--- config.mk ---
export PLATFORM = sky130hd
export DESIGN_NAME = sfii_mac
export DESIGN_NICKNAME = d
export VERILOG_FILES = /design/src/rtl/sfii_pkg.sv /design/src/rtl/sfii_mac.sv
export SDC_FILE = /design/constraint.sdc
export NUM_CORES = 2
export LEC_CHECK = 0
export ABC_AREA = 1
export BUFFER_PORTS_ARGS = -buffer_cell sky130_fd_sc_hd__buf_2
export CAP_MARGIN = 0
export CORE_MARGIN = 2
export CORE_UTILIZATION = 60
export CTS_BUF_LIST = sky130_fd_sc_hd__clkbuf_2 sky130_fd_sc_hd__clkbuf_4 sky130_fd_sc_hd__clkbuf_8
export DETAILED_ROUTE_END_ITERATION = 10
export PLACE_DENSITY = 0.83
export RECOVER_POWER = 50
export SETUP_SLACK_MARGIN = 0.05
export SLEW_MARGIN = 30
export SYNTH_ARGS = -nofsm -noshare
export SYNTH_HDL_FRONTEND = slang
export SYNTH_SLANG_ARGS = --single-unit
--- constraint.sdc ---
create_clock -name i_clk -period 6.7 [get_ports i_clk]
set_clock_uncertainty 0.05 [all_clocks]
set_input_delay 2.01 -clock i_clk [delete_from_list [all_inputs] [get_ports i_clk]]
set_output_delay 2.01 -clock i_clk [all_outputs]
set_load 0.01 [all_outputs]
--- src/rtl/sfii_pkg.sv ---
`timescale 1ns / 1ps
// Shared types and constants of the step-function interval integral block.
// Depends on nothing; the cell, span unit and top level use it by scoped names.

package sfii_pkg;

    // Widths of the payload fields.
    localparam int TIME_W  = 32;
    localparam int VALUE_W = 24;
    localparam int COUNT_W = 7;
    localparam int INDEX_W = 6;
    localparam int ACC_W   = 64;
    localparam int LEN_W   = 32;
    localparam int PROD_W  = LEN_W + 1 + VALUE_W;

    // Times are carried one bit wider so that open span ends lie outside
    // every time that a breakpoint or a query bound can hold.
    typedef logic signed [TIME_W:0]    t_time_x;
    typedef logic signed [TIME_W-1:0]  t_time;
    typedef logic signed [VALUE_W-1:0] t_value;

    localparam t_time_x TIME_NEG_INF = {1'b1, {TIME_W{1'b0}}};
    localparam t_time_x TIME_POS_INF = {1'b0, {TIME_W{1'b1}}};

    // Configuration register indexes.
    typedef enum logic {
        CFG_FOOT  = 1'b0,
        CFG_COUNT = 1'b1
    } t_cfg_idx;

    // Item function codes.
    typedef enum logic {
        FUNC_WRITE = 1'b0,
        FUNC_QUERY = 1'b1
    } t_func;

    // Query sequencer states.
    typedef enum logic [2:0] {
        ST_IDLE,
        ST_FOOT,
        ST_ROT,
        ST_DRAIN,
        ST_DONE
    } t_state;

    // One span term handed to the multiply-accumulate unit.
    typedef struct packed {
        logic    clr;
        logic    vld;
        t_time_x lo;
        t_time_x hi;
        t_time_x s;
        t_time_x f;
        t_value  val;
    } t_mac_req;

endpackage

--- src/rtl/sfii_mac.sv ---
`timescale 1ns / 1ps
// Three-stage span unit: clips a span to the query, multiplies its length
// by the value and accumulates modulo 2^64. Depends on sfii_pkg.

module sfii_mac (
    input  logic                          i_clk,
    input  logic                          i_rst_n,
    input  sfii_pkg::t_mac_req            i_req,
    output logic [sfii_pkg::ACC_W-1:0]    o_acc
);

    logic                               r_v1;
    logic [sfii_pkg::LEN_W-1:0]         r_len;
    sfii_pkg::t_value                   r_mval;
    logic                               r_v2;
    logic signed [sfii_pkg::PROD_W-1:0] r_prod;
    logic [sfii_pkg::ACC_W-1:0]         r_acc;

    sfii_pkg::t_time_x                  w_a;
    sfii_pkg::t_time_x                  w_b;
    logic signed [sfii_pkg::TIME_W+1:0] w_diff;
    logic [sfii_pkg::LEN_W-1:0]         w_len;
    logic signed [sfii_pkg::PROD_W-1:0] w_prod;

    // Overlap of the span with [s, f); an empty overlap has length zero.
    always_comb begin
        w_a    = (i_req.lo > i_req.s) ? i_req.lo : i_req.s;
        w_b    = (i_req.hi < i_req.f) ? i_req.hi : i_req.f;
        w_diff = (sfii_pkg::TIME_W+2)'(w_b) - (sfii_pkg::TIME_W+2)'(w_a);
        w_len  = (w_b > w_a) ? w_diff[sfii_pkg::LEN_W-1:0] : '0;
        w_prod = $signed({1'b0, r_len}) * r_mval;
    end

    always_ff @(posedge i_clk) begin
        if (!i_rst_n) begin
            r_v1 <= 1'b0;
            r_v2 <= 1'b0;
        end else begin
            r_v1 <= i_req.vld;
            r_v2 <= r_v1;
        end
    end

    always_ff @(posedge i_clk) begin
        r_len  <= w_len;
        r_mval <= i_req.val;
        r_prod <= w_prod;
    end

    always_ff @(posedge i_clk) begin
        if (!i_rst_n) begin
            r_acc <= '0;
        end else if (i_req.clr) begin
            r_acc <= '0;
        end else if (r_v2) begin
            r_acc <= r_acc + {{(sfii_pkg::ACC_W-sfii_pkg::PROD_W){r_prod[sfii_pkg::PROD_W-1]}},
                              r_prod};
        end
    end

    assign o_acc = r_acc;

endmodule

==> run_results.csv <==
group,metric,value,unit
run_status,status,"finished, violations left",
run_status,violations,"capacitance limit, slew limit",
yosys,yosysSeqAreaShare,8.53,%
yosys,yosys.area.top_type_share,31.5,%
clock_network,root_buffer,"clkbuf_8",
yosys,async_flop_share,0,%
final_layout,num-nets-final,7580,
grt,first_global_vias,39900,
yosys,syn_inst,6189,
yosys,yosys.area_share.simple,24.9,%
setup_path,cp_slowest_stage_delay,0.67,ns
floorplanning,initial_core_util,60.3,%
setup_path,cp-startpoint,"r_len[5]$_SDFF_PP0_",
setup_path,endpoint,"r_prod[38]$_DFF_P_",
setup_path,path_delay_family,"adder cells",
yosys,synth_fa_ha_area_share,42.7,%
floorplanning,rows,97,
timing,setup_viol,0,
yosys,synth_flop_cell,"dfxtp_1",
setup_path,r2r_cells,19,
clock_network,cts_tree,"yes",
yosys,synth-xor-area-share,1.98,%
grt,gr-usage-all-layers,36.5,%
routing,wirelength,128,mm
floorplanning,die_w,269,um
clock_network,clk_pin_slew,0.14,ns
yosys,yosysMostFrequentCell,"nand2_1",
clock_network,insertion_delay,0.61,ns
yosys,yosys.area.top_type,"fa_1",
routing,route.detailed.drc,0,
place,dpl-instance-area,0.0449,mm^2
setup_path,startpoint_type,"flip-flop",
yosys,avgSynthCellArea,6.79,um^2
floorplanning,core,0.0697,mm^2
setup_path,crit_chain,"buf_4 > nand2_1 > fa_1 > inv_1 > fa_1 > fa_1 > fa_1 > fa_1 > fa_1 > inv_1 > fa_1 > inv_1 > ha_1 > a21oi_1 > o21ai_0 > a21oi_1 > o21ai_0 > a21oi_1 > xnor2_1",
yosys,synth_cell_types,41,
grt,antenna_found_initial,3,
final_layout,synthToLayoutAreaGrowth,7.92,%
routing,vias,38900,
clock_network,cts_made_buffers,17,
timing,period_share,96.6,%
place,place_inst,7302,
setup_path,critPathMaxFanout,10,
yosys,synth_edf_count,0,
yosys,synth.net_count,7388,
yosys,synth_compound_area_share,4.73,%
yosys,synth_common_cells,"nand2_1 (1,819), inv_1 (1,713), fa_1 (660), nor2_1 (454), ha_1 (379)",
floorplanning,pin_count,224,
routing,postRouteAntennaNets,0,
place,io_buffers,223,
grt,grt_pass1_wl,204,mm
final_layout,post-route-cell-area,0.0453,mm^2
place,dp_hpwl,107,mm
yosys,syn_area,0.0420,mm^2
routing,drt_iter0_drc,3314,
timing,hold_viol,0,
floorplanning,die_area,0.0721,mm^2
hold_path,hold_start,"r_v1$_SDFF_PN0_",
setup_path,end_kind,"flip-flop",
clock_network,clk_path_buf_depth,2,
floorplanning,die_h,269,um
setup_path,critical_path_class,"flip-flop to flip-flop",
grt,globalRouteOverflowTotal,0,
timing,fmax,154,MHz
setup_path,cp_num_buf_inv,4,
setup_path,critPathArrivalTime,6.91,ns
routing,drtPass1Iterations,7,
timing,maxSlewViolCount,58,
timing,relSlewSlack,-114,%
timing,worst_slew_pin_slew,3.21,ns
setup_path,cp_common_cell,"fa_1",
timing,period_needed,6.47,ns
yosys,ys_seq_elements,179,
setup_path,cp.required,7.14,ns
place,place.gp.congestion,1.05,
setup_path,cp.depth,19,
setup_path,worstReg2RegEnd,"r_prod[38]$_DFF_P_",
yosys,ys_top_cells_by_area,"fa_1 (31%), nand2_1 (16%), inv_1 (15%), ha_1 (11%), dfxtp_1 (8.5%)",
routing,avgRoutedWirePerCell,17.4,um
grt,grt_start_max_net_pins,79,
clock_network,htreeDepth,4,
clock_network,cts.sink_count,179,
final_layout,fin_cells,7337,
timing,worst_slack,0.227,ns
final_layout,drive_gt1_share,6.21,%
yosys,synth_top_family_by_area,"adder cells",
setup_path,slowest_stage,"dfxtp_1",
place,post-place-ws,-0.0857,ns
routing,viasPerCell,5.30,
timing,rsz0062_at_grt,"yes",
yosys,synthMuxAreaShare,0,%
job,maxCapViolCount,1,
yosys,yosysWarnings,0,
setup_path,rrSetupSlack,0.23,ns
hold_path,hold_class,"flip-flop to flip-flop",
setup_path,crit-reg2reg-launch,"r_len[5]$_SDFF_PP0_",
==> routing by layer <==
layer / part of all wire (%) / global-route usage, % / wire (um) / vias to the layer above
met5: 0 / 0.203 / 0 / -
met4: 5.4 / 18.3 / 6920 / 0
met3: 9.4 / 8.07 / 12000 / 422
met2: 47 / 61.6 / 59900 / 1872
met1: 38 / 44.1 / 48700 / 18300
li1: - / - / - / 18300
==> cell type report <==
type,instances,area [um^2]
fill,6238,24300
timing repair buffer,352,2400
tap,940,1180
inverter,1713,6430
clock buffer,18,241
antenna,3,7.51
multi-input combinational,4118,31300
clock inverter,14,160
sequential,179,3610
==> worst reg2reg max path: stages, from the launching register on <==
cell,delay [ns]
dfxtp_1,0.67
buf_4,0.25
nand2_1,0.08
fa_1,0.49
inv_1,0.06
fa_1,0.56
fa_1,0.43
fa_1,0.53
fa_1,0.44
fa_1,0.49
inv_1,0.05
fa_1,0.53
inv_1,0.06
ha_1,0.33
a21oi_1,0.23
o21ai_0,0.20
a21oi_1,0.30
o21ai_0,0.16
a21oi_1,0.23
xnor2_1,0.23
==> worst min path at each step <==
stage,end,slack [ns],cells past startpoint
2_1_floorplan,r_v2$_SDFF_PN0_,0.34,2
3_3_place_gp,r_v2$_SDFF_PN0_,0.35,2
3_5_place_dp,r_v2$_SDFF_PN0_,0.37,2
4_1_cts,r_v2$_SDFF_PN0_,0.39,2
5_1_grt,r_v2$_SDFF_PN0_,0.42,2
6_report,r_v2$_SDFF_PN0_,0.39,2
==> per-stage QoR <==
step / TNS (ns) / hold slack [ns] / util, %
after floorplan: 0 / 0.340 / -
after CTS: 0 / 0.390 / 65.0
final: 0 / 0.389 / 65.1
after global placement: -0.0679 / 0.347 / 64.4
after global routing: 0 / 0.421 / 65.1
after detailed placement: -0.0857 / 0.368 / 64.4
==> registers in the layout, summed over array words and instances (netlist names) <==
| name | cells |
|---|---|
| o_acc | 64 |
| r_len | 32 |
| r_mval | 24 |
| r_prod | 57 |
| r_v1 | 1 |
| r_v2 | 1 |
==> repair_timing <==
| item | 4_1_cts | 5_1_grt |
|---|---|---|
| endpoints found under the setup margin | 8 | 29 |
| gates cloned | 0 | 0 |
| pin swaps | 0 | 1 |
| hold buffers | 0 | 0 |
| buffers inserted | 0 | 0 |
| gates resized for setup | 6 | 40 |
==> cell families (layout without fill, tap and decap cells) <==
logic type / after synthesis / in the layout
AOI/OAI and AO/OA: 365 / 365
xor gates and xnor gates: 95 / 95
buffers and inverters: 1892 / 2097
DFF: 179 / 179
and+or+nand+nor: 2619 / 2619
other: 0 / 3
adders and majority gates: 1039 / 1039
==> cell usage in the layout, fill, tap and decap left out, types with 32 or more instances in the layout <==
cell type,netlist,routed
buf_2,3,172
nor2_1,454,446
nor3_1,34,32
a21oi_1,190,184
inv_1,1713,1712
clkbuf_1,155,52
nand3_1,218,214
xor2_1,69,68
o21ai_0,107,104
nand2_1,1819,1819
buf_4,9,95
fa_1,660,660
nand3b_1,33,33
ha_1,379,378
dfxtp_1,179,165
Power is left out: the tool's default activity adds up to more than one toggle a clock period on the data nets, which glitch-free logic cannot reach.
