$ cat src/rtl/sfii_pkg.sv
`timescale 1ns / 1ps
// Shared types and constants of the step-function interval integral block.
// Depends on nothing; the cell, span unit and top level use it by scoped names.

package sfii_pkg;

    // Widths of the payload fields.
    localparam int TIME_W  = 32;
    localparam int VALUE_W = 24;
    localparam int COUNT_W = 7;
    localparam int INDEX_W = 6;
    localparam int ACC_W   = 64;
    localparam int LEN_W   = 32;
    localparam int PROD_W  = LEN_W + 1 + VALUE_W;

    // Times are carried one bit wider so that open span ends lie outside
    // every time that a breakpoint or a query bound can hold.
    typedef logic signed [TIME_W:0]    t_time_x;
    typedef logic signed [TIME_W-1:0]  t_time;
    typedef logic signed [VALUE_W-1:0] t_value;

    localparam t_time_x TIME_NEG_INF = {1'b1, {TIME_W{1'b0}}};
    localparam t_time_x TIME_POS_INF = {1'b0, {TIME_W{1'b1}}};

    // Configuration register indexes.
    typedef enum logic {
        CFG_FOOT  = 1'b0,
        CFG_COUNT = 1'b1
    } t_cfg_idx;

    // Item function codes.
    typedef enum logic {
        FUNC_WRITE = 1'b0,
        FUNC_QUERY = 1'b1
    } t_func;

    // Query sequencer states.
    typedef enum logic [2:0] {
        ST_IDLE,
        ST_FOOT,
        ST_ROT,
        ST_DRAIN,
        ST_DONE
    } t_state;

    // One span term handed to the multiply-accumulate unit.
    typedef struct packed {
        logic    clr;
        logic    vld;
        t_time_x lo;
        t_time_x hi;
        t_time_x s;
        t_time_x f;
        t_value  val;
    } t_mac_req;

endpackage

$ cat src/rtl/sfii_cell.sv
`timescale 1ns / 1ps
// One breakpoint cell of the rotating table: holds a time and a value.
// Depends on sfii_pkg.

module sfii_cell (
    input  logic                 i_clk,
    input  logic                 i_shift,
    input  logic                 i_wr_en,
    input  sfii_pkg::t_time      i_wr_time,
    input  sfii_pkg::t_value     i_wr_val,
    input  sfii_pkg::t_time      i_nb_time,
    input  sfii_pkg::t_value     i_nb_val,
    output sfii_pkg::t_time      o_time,
    output sfii_pkg::t_value     o_val
);

    sfii_pkg::t_time  r_time;
    sfii_pkg::t_value r_val;

    // During a query the cell takes its neighbor's entry; otherwise it is
    // loaded by a write word addressed to it.
    always_ff @(posedge i_clk) begin
        if (i_shift) begin
            r_time <= i_nb_time;
            r_val  <= i_nb_val;
        end else if (i_wr_en) begin
            r_time <= i_wr_time;
            r_val  <= i_wr_val;
        end
    end

    assign o_time = r_time;
    assign o_val  = r_val;

endmodule

$ cat config.mk
export PLATFORM = sky130hd
export DESIGN_NAME = sfii_cell
export DESIGN_NICKNAME = d
export VERILOG_FILES = /design/src/rtl/sfii_pkg.sv /design/src/rtl/sfii_cell.sv
export SDC_FILE = /design/constraint.sdc
export NUM_CORES = 1
export LEC_CHECK = 0
export BUFFER_PORTS_ARGS = -buffer_cell sky130_fd_sc_hd__buf_2
export CORE_MARGIN = 2
export CORE_UTILIZATION = 37
export DETAILED_ROUTE_END_ITERATION = 10
export PLACE_DENSITY = 0.76
export SLEW_MARGIN = 20
export SYNTH_ARGS = -nofsm -noshare
export SYNTH_HDL_FRONTEND = slang
export SYNTH_SLANG_ARGS = --single-unit
$ cat constraint.sdc
create_clock -name i_clk -period 2.15 [get_ports i_clk]
set_clock_uncertainty 0.05 [all_clocks]
set_input_delay 0.1075 -clock i_clk [delete_from_list [all_inputs] [get_ports i_clk]]
set_output_delay 0.1075 -clock i_clk [all_outputs]
set_load 0.02 [all_outputs]
==> results of run 1 <==
registers in the layout (all words and copies together), names as in the netlist:
name    count
o_time     32
o_val      24
worst max-delay path by stage:
stage	endpoint	slack, ps	depth (start not counted)
after global routing	o_time[10]	1080	1
after detailed placement	o_val[6]	830	3
final	o_time[3]	1130	1
after global placement	o_val[3]	850	3
after floorplan	o_time[0]	4	3
after CTS	o_time[3]	1110	1
cells in the mapped netlist:
cell type	number
edfxtp_1	56
mux2_2	27
buf_2	2
mux2_4	29
or2_1	1
buf_6	4
final cells by class:
class                      instances  area, sq um  area share, %
sequential                        56         1680           47.5
timing repair buffer             173          911           25.7
multi-input combinational         57          746           21.1
tap                               77         96.3           2.72
clock buffer                       5         68.8           1.94
clock inverter                     3         37.5           1.06
metrics by stage:
stage               area, sq um  hold WS (ps)  setup WS, ps
floorplan                  2480           275          4.39
global placement           3430           359           853
detailed placement         3430           361           833
CTS                        3540          34.9          1110
global route               3540          29.0          1080
finish                     3540          47.7          1130
layer usage:
metal | track usage (%) | up-vias | share of wire [%]
met5 | 0 | - | 0
met4 | 3.03 | 0 | 0.87
met3 | 4.43 | 5 | 9.5
met2 | 24.8 | 108 | 51
met1 | 16.2 | 745 | 38
li1 | - | 812 | -
power groups by stage:
stage               clock, W  sequential (W)  combinational [W]
floorplan                  0         0.00156           0.000154
global placement           0         0.00139           0.000554
detailed placement         0         0.00139           0.000561
CTS                 0.000686         0.00137           0.000563
global route        0.000723         0.00138           0.000589
finish              0.000658         0.00136           0.000553
logic make-up (layout without fill, tap and decap cells):
| logic type | after synthesis | count (layout) | share of synthesized area [%] |
|---|---|---|---|
| AND/OR/NAND/NOR | 1 | 1 | 0.252 |
| multiplexers | 56 | 56 | 29.8 |
| buffers and inverters | 6 | 181 | 2.22 |
| flip-flops | 56 | 56 | 67.7 |
==> reports/results.ini, run 1 <==
[placement]
place_congestion=0.679
portBuffers=170
dp_cells=363

[sta]
fin_crit_sh_pct=47.4
setup_viol_count_final=0
slew_headroom_pct=80.1
max_freq_mhz=980
final-hold-violation-count=0
rsz0062_at_grt=no
worst_slew_pin_slew_ps=299
timing.setup.tns_ps=0
final_max_slew_viol_count=0
finalCriticalPeriod_ps=1020

[cts]
hold_buffers=0
cts_root_buffer=clkbuf_8
cts_resized=0
htreeDepth=2
post-cts-setup-buffers=0
path_clk_slew_ps=90
cts_tree=built
cts_buffer_depth=2
cts_buffers=5
clock_sinks=56

[critical_path]
critical_path_required_ps=1990
crit_path_max_incr_delay_ps=390
endpoint_kind=output pin
worstPathArrival_ps=860
worst-path-max-fanout=1
critPathLaunch=o_time[3]
worstPathCellList=buf_2
cp_slowest_cell=edfxtp_1
crit_family=flip-flops
cp_num_buf_inv=1
startpoint_type=flip-flop
worst-setup-path-type=reg2out

[finish]
diodes=0
layout-drive-gt1-share_pct=80.3
final_cell_mix=170 x buf_2, 56 x edfxtp_1, 29 x mux2_4, 27 x mux2_2, 5 x clkbuf_8
utilization_pct=55.1
final_nets=408
final_cell_count_no_fill=371
area_delta_synth_final_pct=42.6
fillers=533
final_common_cell=buf_2

[power]
p_switching_w=0.000639
cellPowerDensity_nw_per_um2=727
power_w=0.00258
p_leak_nw=1.67
p_clk_share_pct=25.5
combPwrFrac_pct=21.5
peakVddDrop_v=0.000318
swShare_pct=24.8
seqPwrFrac_pct=53.0
p_int_w=0.00194

[yosys]
synth_top_cell_by_area=edfxtp_1
syn_inst=119
syn_nets=234
synthesis.area_sq_um=2480
synth_area_per_cell_sq_um=20.9
yosys-top-cells-area=edfxtp_1 68%, mux2_4 18%, mux2_2 12%
yosysSeqAreaShare_pct=67.7
yosysUniqueCellTypes=6
ys_seq_elements=56
ys_warn_count=0
yosys.area.top_type_share_pct=67.7

[routing]
first_pass_iters=4
wire_per_inst_um=14.2
drt-total-wl_um=5270
drc=0
drtAntennaViolNets=0
viasPerCell=4.50
vias=1670
drtIter0Drc=30

[global_routing]
antenna_found_initial=0
grt_first_pass_wirelength_um=7770
overflow=0
grt_max_degree=57
grt_pass1_vias=1637
grt_usage_pct=13.9

[floorplanning]
die_area_sq_um=7380
num_rows=29
dieHeight_um=85.9
die_w_um=85.9
coreArea_sq_um=6420
start_util_pct=38.7
num_io_pins=171

[hold_path]
hold_path_end=o_time[19]
min_path_cells=2
hp-start=i_wr_time[19]
hp-class=in2reg

[run]
cap_viol_max_count=0

[run_status]
status=finished clean

Note: power is estimated with default switching activity, not from simulation.
==> run 2: changes to the inputs <==
- CORE_UTILIZATION: 37 -> 41
- PLACE_DENSITY: 0.76 -> 0.8
- clock period: 2.15 -> 1 ns (I/O delays scaled with it)
==> run 2 against run 1 <==
Effect of this change: sequential cell count did not move; critical path depth increased by 2; first-iteration DRC count is 110% higher; combinational power rose to 2.7 times the previous value; count of clock-buffer cells in the layout grew 1; critical endpoint is now o_val[11]; largest cell class unchanged.
==> reports/results.ini, run 2 (synthesized netlist as in run 1, its figures left out) <==
[cts]
cts_root_buffer=clkbuf_8
path_clk_slew_ps=90
clock_sinks=56
cts_buffers=5
cts_tree=built
htreeDepth=2
post-cts-setup-buffers=0
cts_buffer_depth=2

[routing]
vias=1994
wire_per_inst_um=16.7
drc=0
drtAntennaViolNets=0
drtIter0Drc=63
drt-total-wl_um=7320
first_pass_iters=4
viasPerCell=4.54

[finish]
final_cell_mix=168 x buf_2, 66 x dlygate4sd3_1, 56 x edfxtp_1, 29 x mux2_4, 27 x mux2_2
final_cell_count_no_fill=439
finalInstanceArea_sq_um=4280
largest_register_ff_count=32
diodes=0
area_delta_synth_final_pct=72.5
layout-drive-gt1-share_pct=66.2
fillers=360
final_nets=478
final_common_cell=buf_2
utilization_pct=72.8

[critical_path]
cp_slowest_cell=dlygate4sd3_1
worstPathArrival_ps=1000
endpoint_kind=flip-flop
cp_num_buf_inv=2
critical_path_required_ps=1010
worstPathCellList=dlygate4sd3_1 -> buf_2 -> mux2_2
worst-path-max-fanout=1
crit_path_max_incr_delay_ps=570
crit_family=buffers and inverters
startpoint_type=input pin
worst-setup-path-type=in2reg

[sta]
final_max_slew_viol_count=0
slew_headroom_pct=86.0
final-hold-violation-count=0
timing.setup.tns_ps=0
worst_slew_pin_slew_ps=210
fin_crit_sh_pct=98.7
rsz0062_at_grt=yes
max_freq_mhz=1010
finalCriticalPeriod_ps=987
setup_viol_count_final=0

[global_routing]
grt_max_degree=34
antenna_found_initial=0
grt_first_pass_wirelength_um=9440
overflow=0
grt_usage_pct=19.9
grt_pass1_vias=2021

[power]
p_leak_nw=1.98
power_w=0.00583
cellPowerDensity_nw_per_um2=1360
peakVddDrop_v=0.000657

[floorplanning]
start_util_pct=42.2
coreArea_sq_um=5890
die_w_um=81.8
num_rows=28
num_io_pins=171
die_area_sq_um=6690
dieHeight_um=81.8

[placement]
place_congestion=0.707
dpl_cell_area_sq_um=3500
dp_cells=365
portBuffers=170

[run]
cap_viol_max_count=0

[run_status]
status=finished clean

[hold_path]
hp-class=in2reg

-- run 2: changes by cell type in the layout (fill, tap and decap cells not counted) --
cell / delta
buf_12: +3
buf_2: -2
buf_4: +1
buf_6: +2
clkbuf_1: +1
clkinv_1: -2
clkinv_2: +1
dlygate4sd3_1: +66
or2_2: -1
or2_4: +1
-- run 2: repair_timing --
item	in CTS	in global routing
hold buffers	54	12
endpoints found under the hold margin	30	9
setup endpoints to repair	0	3
gates resized for setup	0	4
-- run 2: stage by stage --
| stage | setup slack, ps | hold WS, ps |
|---|---|---|
| after global placement | -109 | 301 |
| final | 13.2 | 4.99 |
| after CTS | 0.830 | 0.117 |
| after global routing | -8.14 | 0.330 |
| after floorplan | -204 | 217 |
| after detailed placement | -133 | 303 |
-- run 2: layer usage --
metal  share of wire (%)  track usage [%]  up-vias
met5                   0                0        -
met3                 9.1             6.26       18
met2                  56             39.8      108
li1                    -                -      952
met4                 2.8             8.50        0
met1                  32             17.7      916
-- run 2: final timing paths --
path,startpoint,endpoint,slack (ps),depth (start not counted)
max,i_wr_val[11],o_val[11],10,3
min,i_nb_time[28],o_time[28],5,2
-- run 2: cell type report --
| class | instances | area (sq um) | share of cell area (%) |
|---|---|---|---|
| Sequential cell | 56 | 1680 | 39.3 |
| Timing Repair Buffer | 243 | 1650 | 38.6 |
| Multi-Input combinational cell | 57 | 748 | 17.5 |
| Tap cell | 75 | 93.8 | 2.19 |
| Clock buffer | 6 | 72.6 | 1.69 |
| Clock inverter | 2 | 35.0 | 0.818 |
-- run 2: power breakdown --
part	leakage, nW	switching (W)	total, W	internal [W]
sequential	0.571	0.0000695	0.00295	0.00288
clock	0.0552	0.000668	0.00141	0.000744
combinational	1.36	0.000703	0.00147	0.000764
total	1.98	0.00144	0.00583	0.00439
